[src/three_channel_sensor_alarm_monitor_macros.svh]
// Assertion macros used by the sensor alarm monitor RTL.
`ifndef THREE_CHANNEL_SENSOR_ALARM_MONITOR_MACROS_SVH
`define THREE_CHANNEL_SENSOR_ALARM_MONITOR_MACROS_SVH

// Same-cycle implication, checked on every rising clock edge outside reset.
`define TCSAM_ASSERT_NOW(label, clk, rst, ante, cons) \
   label: assert property (@(posedge clk) disable iff (rst) (ante) |-> (cons)) \
      else $error("tcsam assertion failed");

// Next-cycle implication, checked on every rising clock edge outside reset.
`define TCSAM_ASSERT_NEXT(label, clk, rst, ante, cons) \
   label: assert property (@(posedge clk) disable iff (rst) (ante) |=> (cons)) \
      else $error("tcsam assertion failed");

`endif

[src/tcsam_pkg.sv]
// Package with types and constants of the three-channel sensor alarm monitor.
`timescale 1ns / 1ps
`default_nettype none
package tcsam_pkg;

   localparam int SAMPLE_W    = 12;
   localparam int SAMPLE_BITS = 12;
   localparam logic [SAMPLE_W-1:0] SAMPLE_MASK =
      SAMPLE_W'((32'd1 << SAMPLE_BITS) - 32'd1);

   localparam int PCT_W    = 7;
   localparam int COUNT_W  = 2;
   localparam int TIME_W   = 32;
   localparam int PERIOD_W = 16;
   localparam int CSR_W    = 36;
   localparam int CSR_IDX_W = 3;

   localparam logic [PCT_W-1:0] PCT_FULL = 7'd100;

   localparam logic [PERIOD_W-1:0] PERIOD_ONE_RESET   = 16'd500;
   localparam logic [PERIOD_W-1:0] PERIOD_TWO_RESET   = 16'd200;
   localparam logic [PERIOD_W-1:0] PERIOD_THREE_RESET = 16'd100;

   localparam logic [CSR_IDX_W-1:0] CSR_CHAN_A     = 3'd0;
   localparam logic [CSR_IDX_W-1:0] CSR_CHAN_B     = 3'd1;
   localparam logic [CSR_IDX_W-1:0] CSR_CHAN_C     = 3'd2;
   localparam logic [CSR_IDX_W-1:0] CSR_HYSTERESIS = 3'd3;
   localparam logic [CSR_IDX_W-1:0] CSR_PERIOD_ONE = 3'd4;
   localparam logic [CSR_IDX_W-1:0] CSR_PERIOD_TWO = 3'd5;
   localparam logic [CSR_IDX_W-1:0] CSR_PERIOD_THR = 3'd6;

   typedef struct packed {
      logic [SAMPLE_W-1:0] sample_a;
      logic [SAMPLE_W-1:0] sample_b;
      logic [SAMPLE_W-1:0] sample_c;
      logic [TIME_W-1:0]   now_ms;
   } req_type;

   typedef struct packed {
      logic [PCT_W-1:0]   percent_a;
      logic [PCT_W-1:0]   percent_b;
      logic [PCT_W-1:0]   percent_c;
      logic [COUNT_W-1:0] alarm_count;
      logic               led_level;
   } rsp_type;

endpackage
`default_nettype wire

[src/three_channel_sensor_alarm_monitor.sv]
// Top level of the three-channel sensor alarm monitor.
// Per item, each channel takes a single SETUP step when its percent is a clamp value,
// or SETUP followed by the DIVIDE steps when the shared 7-step restoring divider runs;
// the LED and DONE steps then follow before the result is valid.
// One item is in work at a time; a new item is accepted only while the block is idle.
// Reset is synchronous and active high; it sets the control and configuration registers, not the payload registers.
`timescale 1ns / 1ps
`default_nettype none
`include "three_channel_sensor_alarm_monitor_macros.svh"
module three_channel_sensor_alarm_monitor (
   input  wire logic                       clock,
   input  wire logic                       reset,
   input  wire logic                       req_valid,
   output logic                            req_stall,
   input  wire tcsam_pkg::req_type         req_data,
   output logic                            rsp_valid,
   input  wire logic                       rsp_stall,
   output tcsam_pkg::rsp_type              rsp_data,
   input  wire logic                       csr_we,
   input  wire logic [tcsam_pkg::CSR_IDX_W-1:0] csr_index,
   input  wire logic [tcsam_pkg::CSR_W-1:0] csr_data
);
   import tcsam_pkg::*;

   // The sequencer walks the three channels one after another. SETUP works out
   // the alarm test and the clamp cases for the current channel and loads the
   // divider; DIVIDE produces one quotient bit a cycle; LED updates the blink
   // timer; DONE waits for the output register to be free.
   typedef enum logic [4:0] {
      ST_IDLE   = 5'b00001,
      ST_SETUP  = 5'b00010,
      ST_DIVIDE = 5'b00100,
      ST_LED    = 5'b01000,
      ST_DONE   = 5'b10000
   } state_type;

   localparam int NUM_W = SAMPLE_W + PCT_W;   // holds a difference times 100

   state_type state_ff, state_in;

   // Configuration registers.
   logic [CSR_W-1:0]    chan_a_ff, chan_b_ff, chan_c_ff, hyst_ff;
   logic [PERIOD_W-1:0] period_one_ff, period_two_ff, period_three_ff;

   // Blink state.
   logic [TIME_W-1:0]   last_toggle_ff;
   logic [PERIOD_W-1:0] blink_period_ff;
   logic                led_ff;

   // Working registers for one item.
   req_type             item_ff;
   logic [1:0]          ch_ff;
   logic [COUNT_W-1:0]  cnt_ff;
   logic [PCT_W-1:0]    pct_ff [3];
   logic [NUM_W-1:0]    rem_ff;
   logic [NUM_W-1:0]    dsh_ff;
   logic [SAMPLE_W-1:0] den_ff;
   logic [PCT_W-1:0]    quo_ff;
   logic [2:0]          step_ff;
   logic                inv_ff;

   logic    rsp_valid_ff;
   rsp_type rsp_ff;

   // Channel selection for the setup step.
   logic [SAMPLE_W-1:0] s, lo, hi, trig, hyst;
   logic [SAMPLE_W:0]   limit;
   logic                falling, alarm;
   logic [SAMPLE_W-1:0] diff_rise, diff_fall, diff_sel, den_sel;
   logic [NUM_W-1:0]    num_sel;
   logic                direct, need_div, inv_sel;
   logic [PCT_W-1:0]    direct_pct;

   // Divider step.
   logic                fits;
   logic [PCT_W-1:0]    quo_next, div_pct;

   // LED step.
   logic [TIME_W-1:0]   elapsed;
   logic [PERIOD_W-1:0] period_sel;

   logic req_accept, rsp_take, out_free;

   assign req_accept = req_valid && !req_stall;
   assign rsp_take   = rsp_valid_ff && !rsp_stall;
   assign out_free   = !rsp_valid_ff || !rsp_stall;
   assign req_stall  = (state_ff != ST_IDLE);
   assign rsp_valid  = rsp_valid_ff;
   assign rsp_data   = rsp_ff;

   always_comb begin
      case (ch_ff)
         2'd0: begin
            s    = item_ff.sample_a & SAMPLE_MASK;
            lo   = chan_a_ff[11:0];
            hi   = chan_a_ff[23:12];
            trig = chan_a_ff[35:24];
            hyst = hyst_ff[11:0];
         end
         2'd1: begin
            s    = item_ff.sample_b & SAMPLE_MASK;
            lo   = chan_b_ff[11:0];
            hi   = chan_b_ff[23:12];
            trig = chan_b_ff[35:24];
            hyst = hyst_ff[23:12];
         end
         default: begin
            s    = item_ff.sample_c & SAMPLE_MASK;
            lo   = chan_c_ff[11:0];
            hi   = chan_c_ff[23:12];
            trig = chan_c_ff[35:24];
            hyst = hyst_ff[35:24];
         end
      endcase
   end

   always_comb begin
      falling   = (lo > hi);
      limit     = {1'b0, trig} + {1'b0, hyst};
      alarm     = falling ? ({1'b0, s} <= limit) : ({1'b0, s} >= limit);
      diff_rise = s - lo;
      diff_fall = s - hi;
      direct     = 1'b1;
      direct_pct = '0;
      inv_sel    = 1'b0;
      diff_sel   = diff_rise;
      den_sel    = hi - lo;
      // A falling range reads 0 when the sample equals end; only a sample
      // strictly below end reads as full scale.
      if (falling && (hi < s)) begin
         if (s < lo) begin
            direct   = 1'b0;
            inv_sel  = 1'b1;
            diff_sel = diff_fall;
            den_sel  = lo - hi;
         end
      end else if ((lo < s) && (hi > lo)) begin
         if (s >= hi) begin
            direct_pct = PCT_FULL;
         end else begin
            direct = 1'b0;
         end
      end else if (falling && (s < hi)) begin
         direct_pct = PCT_FULL;
      end
      need_div = !direct;
      // Times 100 as 64 + 32 + 4.
      num_sel = {1'b0, diff_sel, 6'b0} + {2'b0, diff_sel, 5'b0} + {5'b0, diff_sel, 2'b0};
   end

   always_comb begin
      fits     = (rem_ff >= dsh_ff);
      quo_next = quo_ff | (fits ? PCT_W'(7'd1 << step_ff) : '0);
      div_pct  = inv_ff ? (PCT_FULL - quo_next) : quo_next;
   end

   always_comb begin
      elapsed = item_ff.now_ms - last_toggle_ff;
      case (cnt_ff)
         2'd1:    period_sel = period_one_ff;
         2'd2:    period_sel = period_two_ff;
         default: period_sel = period_three_ff;
      endcase
   end

   always_comb begin
      state_in = state_ff;
      unique case (state_ff)
         ST_IDLE:   if (req_accept) state_in = ST_SETUP;
         ST_SETUP: begin
            if (need_div) begin
               state_in = ST_DIVIDE;
            end else if (ch_ff == 2'd2) begin
               state_in = ST_LED;
            end
         end
         ST_DIVIDE: begin
            if (step_ff == 3'd0) state_in = (ch_ff == 2'd2) ? ST_LED : ST_SETUP;
         end
         ST_LED:    state_in = ST_DONE;
         ST_DONE:   if (out_free) state_in = ST_IDLE;
         default:   state_in = ST_IDLE;
      endcase
   end

   always_ff @(posedge clock) begin
      if (reset) begin
         state_ff        <= ST_IDLE;
         chan_a_ff       <= '0;
         chan_b_ff       <= '0;
         chan_c_ff       <= '0;
         hyst_ff         <= '0;
         period_one_ff   <= PERIOD_ONE_RESET;
         period_two_ff   <= PERIOD_TWO_RESET;
         period_three_ff <= PERIOD_THREE_RESET;
         last_toggle_ff  <= '0;
         blink_period_ff <= '0;
         led_ff          <= 1'b0;
         rsp_valid_ff    <= 1'b0;
         ch_ff           <= '0;
         cnt_ff          <= '0;
      end else begin
         state_ff <= state_in;

         if (csr_we) begin
            unique case (csr_index)
               CSR_CHAN_A:     chan_a_ff       <= csr_data;
               CSR_CHAN_B:     chan_b_ff       <= csr_data;
               CSR_CHAN_C:     chan_c_ff       <= csr_data;
               CSR_HYSTERESIS: hyst_ff         <= csr_data;
               CSR_PERIOD_ONE: period_one_ff   <= csr_data[PERIOD_W-1:0];
               CSR_PERIOD_TWO: period_two_ff   <= csr_data[PERIOD_W-1:0];
               CSR_PERIOD_THR: period_three_ff <= csr_data[PERIOD_W-1:0];
               default: ;
            endcase
         end

         // A new result may replace the one leaving in the same cycle.
         if ((state_ff == ST_DONE) && out_free) begin
            rsp_valid_ff <= 1'b1;
         end else if (rsp_take) begin
            rsp_valid_ff <= 1'b0;
         end

         unique case (state_ff)
            ST_IDLE: begin
               ch_ff  <= '0;
               cnt_ff <= '0;
            end
            ST_SETUP: begin
               cnt_ff <= cnt_ff + COUNT_W'(alarm);
               if (!need_div && (ch_ff != 2'd2)) ch_ff <= ch_ff + 2'd1;
            end
            ST_DIVIDE: begin
               if ((step_ff == 3'd0) && (ch_ff != 2'd2)) ch_ff <= ch_ff + 2'd1;
            end
            ST_LED: begin
               // No alarm forces the LED dark and leaves the timer alone.
               if (cnt_ff != '0) begin
                  if (elapsed >= {16'b0, blink_period_ff}) begin
                     blink_period_ff <= period_sel;
                     last_toggle_ff  <= item_ff.now_ms;
                     led_ff          <= !led_ff;
                  end
               end else begin
                  led_ff <= 1'b0;
               end
            end
            default: ;
         endcase
      end
   end

   // Payload registers, no reset.
   always_ff @(posedge clock) begin
      if (req_accept) item_ff <= req_data;
      if (state_ff == ST_SETUP) begin
         if (need_div) begin
            rem_ff  <= num_sel;
            dsh_ff  <= {1'b0, den_sel, 6'b0};
            den_ff  <= den_sel;
            quo_ff  <= '0;
            step_ff <= 3'd6;
            inv_ff  <= inv_sel;
         end else begin
            pct_ff[ch_ff] <= direct_pct;
         end
      end
      if (state_ff == ST_DIVIDE) begin
         if (fits) rem_ff <= rem_ff - dsh_ff;
         dsh_ff  <= dsh_ff >> 1;
         quo_ff  <= quo_next;
         step_ff <= step_ff - 3'd1;
         if (step_ff == 3'd0) pct_ff[ch_ff] <= div_pct;
      end
      if ((state_ff == ST_DONE) && out_free) begin
         rsp_ff.percent_a   <= pct_ff[0];
         rsp_ff.percent_b   <= pct_ff[1];
         rsp_ff.percent_c   <= pct_ff[2];
         rsp_ff.alarm_count <= cnt_ff;
         rsp_ff.led_level   <= led_ff;
      end
   end

   // An accepted item always starts the channel walk.
   `TCSAM_ASSERT_NEXT(a_accept_starts, clock, reset, req_accept, state_ff == ST_SETUP)
   // The divider never runs with a zero divisor.
   `TCSAM_ASSERT_NOW(a_div_nonzero, clock, reset, state_ff == ST_DIVIDE, den_ff != '0)
   // A result with no channel in alarm has a dark LED.
   `TCSAM_ASSERT_NOW(a_led_dark, clock, reset,
      rsp_valid_ff && (rsp_ff.alarm_count == '0), !rsp_ff.led_level)
   // Every reported level lies within full scale.
   `TCSAM_ASSERT_NOW(a_pct_range, clock, reset, rsp_valid_ff,
      (rsp_ff.percent_a <= PCT_FULL) && (rsp_ff.percent_b <= PCT_FULL) &&
      (rsp_ff.percent_c <= PCT_FULL))

endmodule
`default_nettype wire
[config.mk]
export PLATFORM = sky130hd
export DESIGN_NAME = three_channel_sensor_alarm_monitor
export DESIGN_NICKNAME = d
export VERILOG_FILES = /design/src/tcsam_pkg.sv /design/src/three_channel_sensor_alarm_monitor.sv
export VERILOG_INCLUDE_DIRS = /design/src /design/src/src
export SDC_FILE = /design/constraint.sdc
export NUM_CORES = 1
export LEC_CHECK = 0
export ABC_AREA = 1
export BUFFER_PORTS_ARGS = -buffer_cell sky130_fd_sc_hd__buf_2
export CORE_MARGIN = 2
export CORE_UTILIZATION = 48
export CTS_CLUSTER_DIAMETER = 200
export DETAILED_ROUTE_END_ITERATION = 12
export GPL_TIMING_DRIVEN = 1
export PLACE_DENSITY = 0.68
export SLEW_MARGIN = 20
export SYNTH_ARGS = -nofsm -noshare
export SYNTH_HDL_FRONTEND = slang
export SYNTH_SLANG_ARGS = --single-unit
[constraint.sdc]
create_clock -name clock -period 7.28 [get_ports clock]
set_clock_uncertainty 0.15 [all_clocks]
set_input_delay 0.364 -clock clock [delete_from_list [all_inputs] [get_ports clock]]
set_output_delay 0.364 -clock clock [all_outputs]
set_load 0.02 [all_outputs]
# Word level (Yosys, flattened, before mapping)
# Memories as Yosys holds them, arrays and structs flattened. A register that Yosys moved wholly into a read port is not among the register bits.
# Index checks and enable logic that the tools add are counted.
# totals
register_bits	370
ramBits	21
word_cells	171
n_memories	1
# mem_list
memory	words	word_bits	read_ports	rd_clocked_by_memory_dff	wr	line	text
pct_ff	3	7	3	3	1	three_channel_sensor_alarm_monitor.sv:54	logic [PCT_W-1:0] pct_ff [3];
# classes
add_sub_neg	13
order_cmp	11
eq_ne	25
shifts	1
mux	57
bitwise_logic	3
reduce_logical	34
# op_table
operator	count
$pmux 12 s2	5
$mux 19	4
$mux 7	10
$lt 12x12->1	4
$mux 12	4
$sub 12x12->12	4
$mux 18	2
$ge 32x16->1	1
$pmux 16 s2	1
$sub 32x32->32	1
$mux 5	5
$pmux 5 s5	1
$gt 12x12->1	2
$reduce_and 2->1	10
$add 18x17->19	1
$add 19x14->19	1
$ge 19x18->1	1
$sub 19x18->19	1
$mux 17	1
$mux 1	16
$add 12x12->13	1
$ge 12x13->1	1
$le 12x13->1	1
$ge 12x12->1	1
other kinds (36)	65

# Logic depth before layout (Yosys ltp)
# depth
depth_word	11
depth_mapped	36
ltp_nobuf	33

# Worst setup path before layout
# Ideal clock, no wire load.
# synth_timing
path_type	register -> register
start	register ch_ff[0]
end	register rem_ff[16]
setup_ns	0.116
t_arrival_ns	5.449
t_required_ns	7.014
setup_slack_ns	1.565
path_stages_with_launch	35
path_buffers	5
synth_period_minus_slack_ns	5.715
cell_sequence	dfxtp_1 -> inv_1 -> ha_1 -> buf_2 -> nor2_4 -> buf_6 -> clkbuf_1 -> buf_1 -> a21oi_1 -> ha_1 -> inv_1 -> fa_1 -> a21oi_1 -> a21oi_2 -> nand3_1 -> nand3_2 -> nand2_2 -> nor2_8 -> nand2_4 -> buf_6 -> o21ai_4 -> xor2_1 -> ha_1 -> ha_1 -> fa_1 -> nand2_1 -> nand2_1 -> a21oi_1 -> o21ai_0 -> a31oi_1 -> o21ai_0 -> xnor2_1 -> nand3_1 -> nand2_1 -> o21ai_1
# synth_via
elab_chain_cells	11
elab_cells_between_ends	27
classes_between	add/sub: 4; order compare: 6; eq/ne: 1; mux: 13; reduce/logical: 3
# synth_rtl
item	line	text
start: declaration	three_channel_sensor_alarm_monitor.sv:52	logic [1:0] ch_ff;
start signal: assignment	three_channel_sensor_alarm_monitor.sv:232	if (!need_div && (ch_ff != 2'd2)) ch_ff <= ch_ff + 2'd1;
start signal: assignment	three_channel_sensor_alarm_monitor.sv:235	if ((step_ff == 3'd0) && (ch_ff != 2'd2)) ch_ff <= ch_ff + 2'd1;
$eq 2x1->1 / $logic_not 2->1 (equally long branches)	three_channel_sensor_alarm_monitor.sv:92	case (ch_ff)
$pmux 12 s2	three_channel_sensor_alarm_monitor.sv:92	
$sub 12x12->12, or another cell as far along	three_channel_sensor_alarm_monitor.sv:121	diff_rise = s - lo;
$mux 12 / $logic_and 1x1->1 (equally long branches)	three_channel_sensor_alarm_monitor.sv:131, three_channel_sensor_alarm_monitor.sv:130	
$mux 12	three_channel_sensor_alarm_monitor.sv:130	if (falling && (hi < s)) begin
$add 18x17->19	three_channel_sensor_alarm_monitor.sv:148	num_sel = {1'b0, diff_sel, 6'b0} + {2'b0, diff_sel, 5'b0} + {5'b0, diff_sel, 2'b0};
$add 19x14->19	three_channel_sensor_alarm_monitor.sv:148	
$mux 19 (*)	three_channel_sensor_alarm_monitor.sv:258	if (need_div) begin
$mux 19 (*)	three_channel_sensor_alarm_monitor.sv:257	if (state_ff == ST_SETUP) begin
$mux 19	three_channel_sensor_alarm_monitor.sv:270	if (fits) rem_ff <= rem_ff - dsh_ff;
$mux 19 (*)	three_channel_sensor_alarm_monitor.sv:269	if (state_ff == ST_DIVIDE) begin
end signal: assignment	three_channel_sensor_alarm_monitor.sv:259	rem_ff <= num_sel;
end signal: assignment	three_channel_sensor_alarm_monitor.sv:270	
end: declaration	three_channel_sensor_alarm_monitor.sv:55	logic [NUM_W-1:0] rem_ff;
# Mark *: on every way between the ends. The rest lies on a longest branch, timed or not.
# A chain may end at the register's enable or synchronous reset.

# Final worst setup path
# Same ends and word-level chain as after synthesis.

==> impl_metrics.yaml <==
flow_run:
  maxCapViolCount: 0
global_route:
  use_met1_pct: 35.5
  antenna_found_initial: 0
  grt_usage_pct: 24.8
  grt_max_degree: 149
  use_met3_pct: 3.46
  grt_pass1_vias: 20200
  grt_first_pass_wirelength_um: 106000
  grtUsageMet2_pct: 39.8
  gr-max-usage-layer: "met2"
  grt-ovfl-total: 0
logic_synthesis:
  netlist-cell-type-count: 55
  synth_mux_area_share_pct: 0.0830
  synth-seq-cells: 412
  synthArstFlopShare_pct: 0
  netlist_instances: 3309
  synth_nets: 3588
  synth-edff-count: 142
  synth_xor_area_share_pct: 2.94
  synth_compound_area_share_pct: 12.9
  ys_warn_count: 0
  synth_simple_gate_area_share_pct: 25.8
  syn_area_mm2: 0.0241
  ys_seq_area_share_pct: 40.1
  avgSynthCellArea_um2: 7.28
  ys.flop_type: "dfxtp_1"
  synth_top_family_by_area: "simple AND/OR/NAND/NOR gates"
  yosys.area_share.adder_pct: 9.04
floorplan:
  die_x_um: 228
  start_util_pct: 48.3
  die_h_um: 228
  core_mm2: 0.0499
  die-area_mm2: 0.0520
  io_pins: 138
  rows: 82
finish:
  mostFrequentLayoutCells: "nand2_1 (795), nor2_1 (466), inv_1 (439)"
  multi_input_area_mm2: 0.0123
  nFillCells: 4758
  synthToLayoutAreaGrowth_pct: 16.1
  nNetsFinal: 3785
  post-route-cell-area_mm2: 0.0280
  regArea_mm2: 0.00967
  final_common_cell: "nand2_1"
  final_cells: 4214
  num_antenna_cells: 0
  drive_above_1_share_pct: 8.36
sta:
  rsz0062_at_grt: "false"
  worstMarginPinSlew_ns: 1.04
  tns_ns: 0
  fin_ws_ns: 0.819
  period_minus_slack_ns: 6.46
  final_max_slew_viol_count: 0
  fmax_mhz: 155
  relSlewSlack_pct: 30.2
  period_share_pct: 88.8
  setup_viol: 0
  hold_viol: 0
drt:
  vias: 21600
  ant_nets: 0
  remaining_drc_errors: 0
  routedWlPerCell_um: 15.5
  drtIter0Drc: 1746
  firstDrtPassIters: 6
  vias_per_cell: 5.13
  wl_um: 65300
placed_design:
  place_inst: 4029
  dpl-instance-area_mm2: 0.0254
  gp_congestion: 0.974
  place.port_buffers: 137
  dpl_worst_slack_ns: 0.956
  dp_hpwl_um: 46700
min_path:
  hold_path_depth: 3
  holdCritPathClass: "input pin to register"
power_and_ir_drop:
  comb_power_share_pct: 60.8
  p_per_area_mw_per_mm2: 473
  pwr-share-seq_pct: 21.1
  power.leakage_uw: 0.0134
  peakVddDrop_v: 0.000605
  intPower_uw: 7190
  p_sw_uw: 6060
  swShare_pct: 45.8
  p_clk_share_pct: 18.2
  total_power_uw: 13200
critical_path:
  cpPeakStageDelay_ns: 0.54
  cp-start-kind: "register"
  crit_path_max_fanout: 26
  rr_worst_depth: 31
  crit_type: "register to register"
  path_common_cell: "inv_1"
  worstPathArrival_ns: 6.80
  crit_buf_inv: 8
  cp-end-kind: "register"
  crit_required_ns: 7.62
  critical_path.slowest_cell: "fa_1"
  crit_cells: 31
  crit_family: "compound AO/OA/AOI/OAI gates"
  r2r_slack_ns: 0.82
clock_network:
  cts_max_path_buffers: 3
  postCtsSetupBuffers: 0
  cts.sinks: 412
  htree_num_levels: 2
  cts_resized: 0
  clkLatencyLatePin_ns: 0.61
  cts_tree: "built"
  cts-root-buf: "clkbuf_16"
  numCtsBuffers: 45
  clk_pin_slew_ns: 0.06
outcome:
  outcome: "finished clean"
## tightest hold or removal path, stage by stage
cell and delay (ns):
buf_2 0.19, nor2_1 0.12, nor2_1 0.05
## sequential cells by signal, indices dropped and copies added, names as in the netlist, 2 cells and up
register / cells
dsh_ff: 18
period_two_ff: 16
pct_ff: 21
hyst_ff: 36
item_ff: 68
blink_period_ff: 16
rem_ff: 19
period_three_ff: 16
chan_c_ff: 36
state_ff: 5
ch_ff: 2
cnt_ff: 2
chan_a_ff: 36
chan_b_ff: 36
period_one_ff: 16
quo_ff: 7
last_toggle_ff: 32
step_ff: 3
rsp_data: 24
## cells in the mapped netlist, types with 18 or more instances
cell type	count	area [um2]
o22ai_1	18	113
nand2_1	795	2980
ha_1	155	1940
a31oi_1	24	150
inv_1	440	1650
dfxtp_1	270	5410
xnor2_1	24	210
nand4_1	30	188
o21ai_1	19	95.1
clkbuf_1	86	323
nor2_1	468	1760
edfxtp_1	142	4260
a21oi_1	191	956
nand3_1	161	806
xor2_1	57	499
o21ai_0	239	1200
## layer usage
layer / up-vias / share of wire [%] / routed length, um
met4: 0 / 1.9 / 1230
li1: 11100 / - / -
met2: 676 / 44 / 28900
met1: 9788 / 47 / 30800
met5: - / 0 / 0
met3: 82 / 6.7 / 4350
## cells by family after synthesis
| family | count (synthesis) |
|---|---|
| AO/OA/AOI/OAI | 566 |
| flip-flops | 412 |
| XOR/XNOR | 81 |
| AND/OR/NAND/NOR | 1517 |
| buffers and inverters | 564 |
| adder cells (fa/ha/maj) | 167 |
| multiplexers | 2 |
## cell type report
type / instances / area share [%]
Inverter: 450 / 6.05
Sequential cell: 412 / 34.5
Clock inverter: 15 / 0.572
Timing Repair Buffer: 264 / 6.86
Multi-Input combinational cell: 2333 / 43.9
Clock buffer: 68 / 5.07
Tap cell: 672 / 3.00
## repair_timing
| action | 4_1_cts | 5_1_grt |
|---|---|---|
| hold endpoints to repair | 183 | 0 |
| setup endpoints to repair | 0 | 0 |
| hold buffers | 102 | 0 |
## path summary, 6_finish.rpt
check,from,end
max,ch_ff[0]$_SDFFE_PP0P_,rem_ff[16]$_DFF_P_
min reg2reg,pct_ff[2][5]$_DFFE_PP_,rsp_data[8]$_DFFE_PP_
max reg2reg,ch_ff[0]$_SDFFE_PP0P_,rem_ff[16]$_DFF_P_
min,csr_data[4],chan_c_ff[4]$_SDFFE_PP0P_
## power by group through the flow
stage	Combinational [uW]	Sequential [uW]	Clock, uW
3_5_place_dp	7900	2840	0
2_1_floorplan	6240	2810	0
5_1_grt	9120	2810	2550
3_3_place_gp	7880	2840	0
4_1_cts	7990	2790	2450
6_report	8050	2790	2410
## stage by stage
step           hold WS, ns  utilization [%]
2_1_floorplan        0.250                -
3_3_place_gp         0.251             50.9
3_5_place_dp         0.256             50.9
4_1_cts            0.00203             56.1
5_1_grt             0.0310             56.1
6_report            0.0292             56.1
Note: power is estimated with default switching activity, not from simulation.
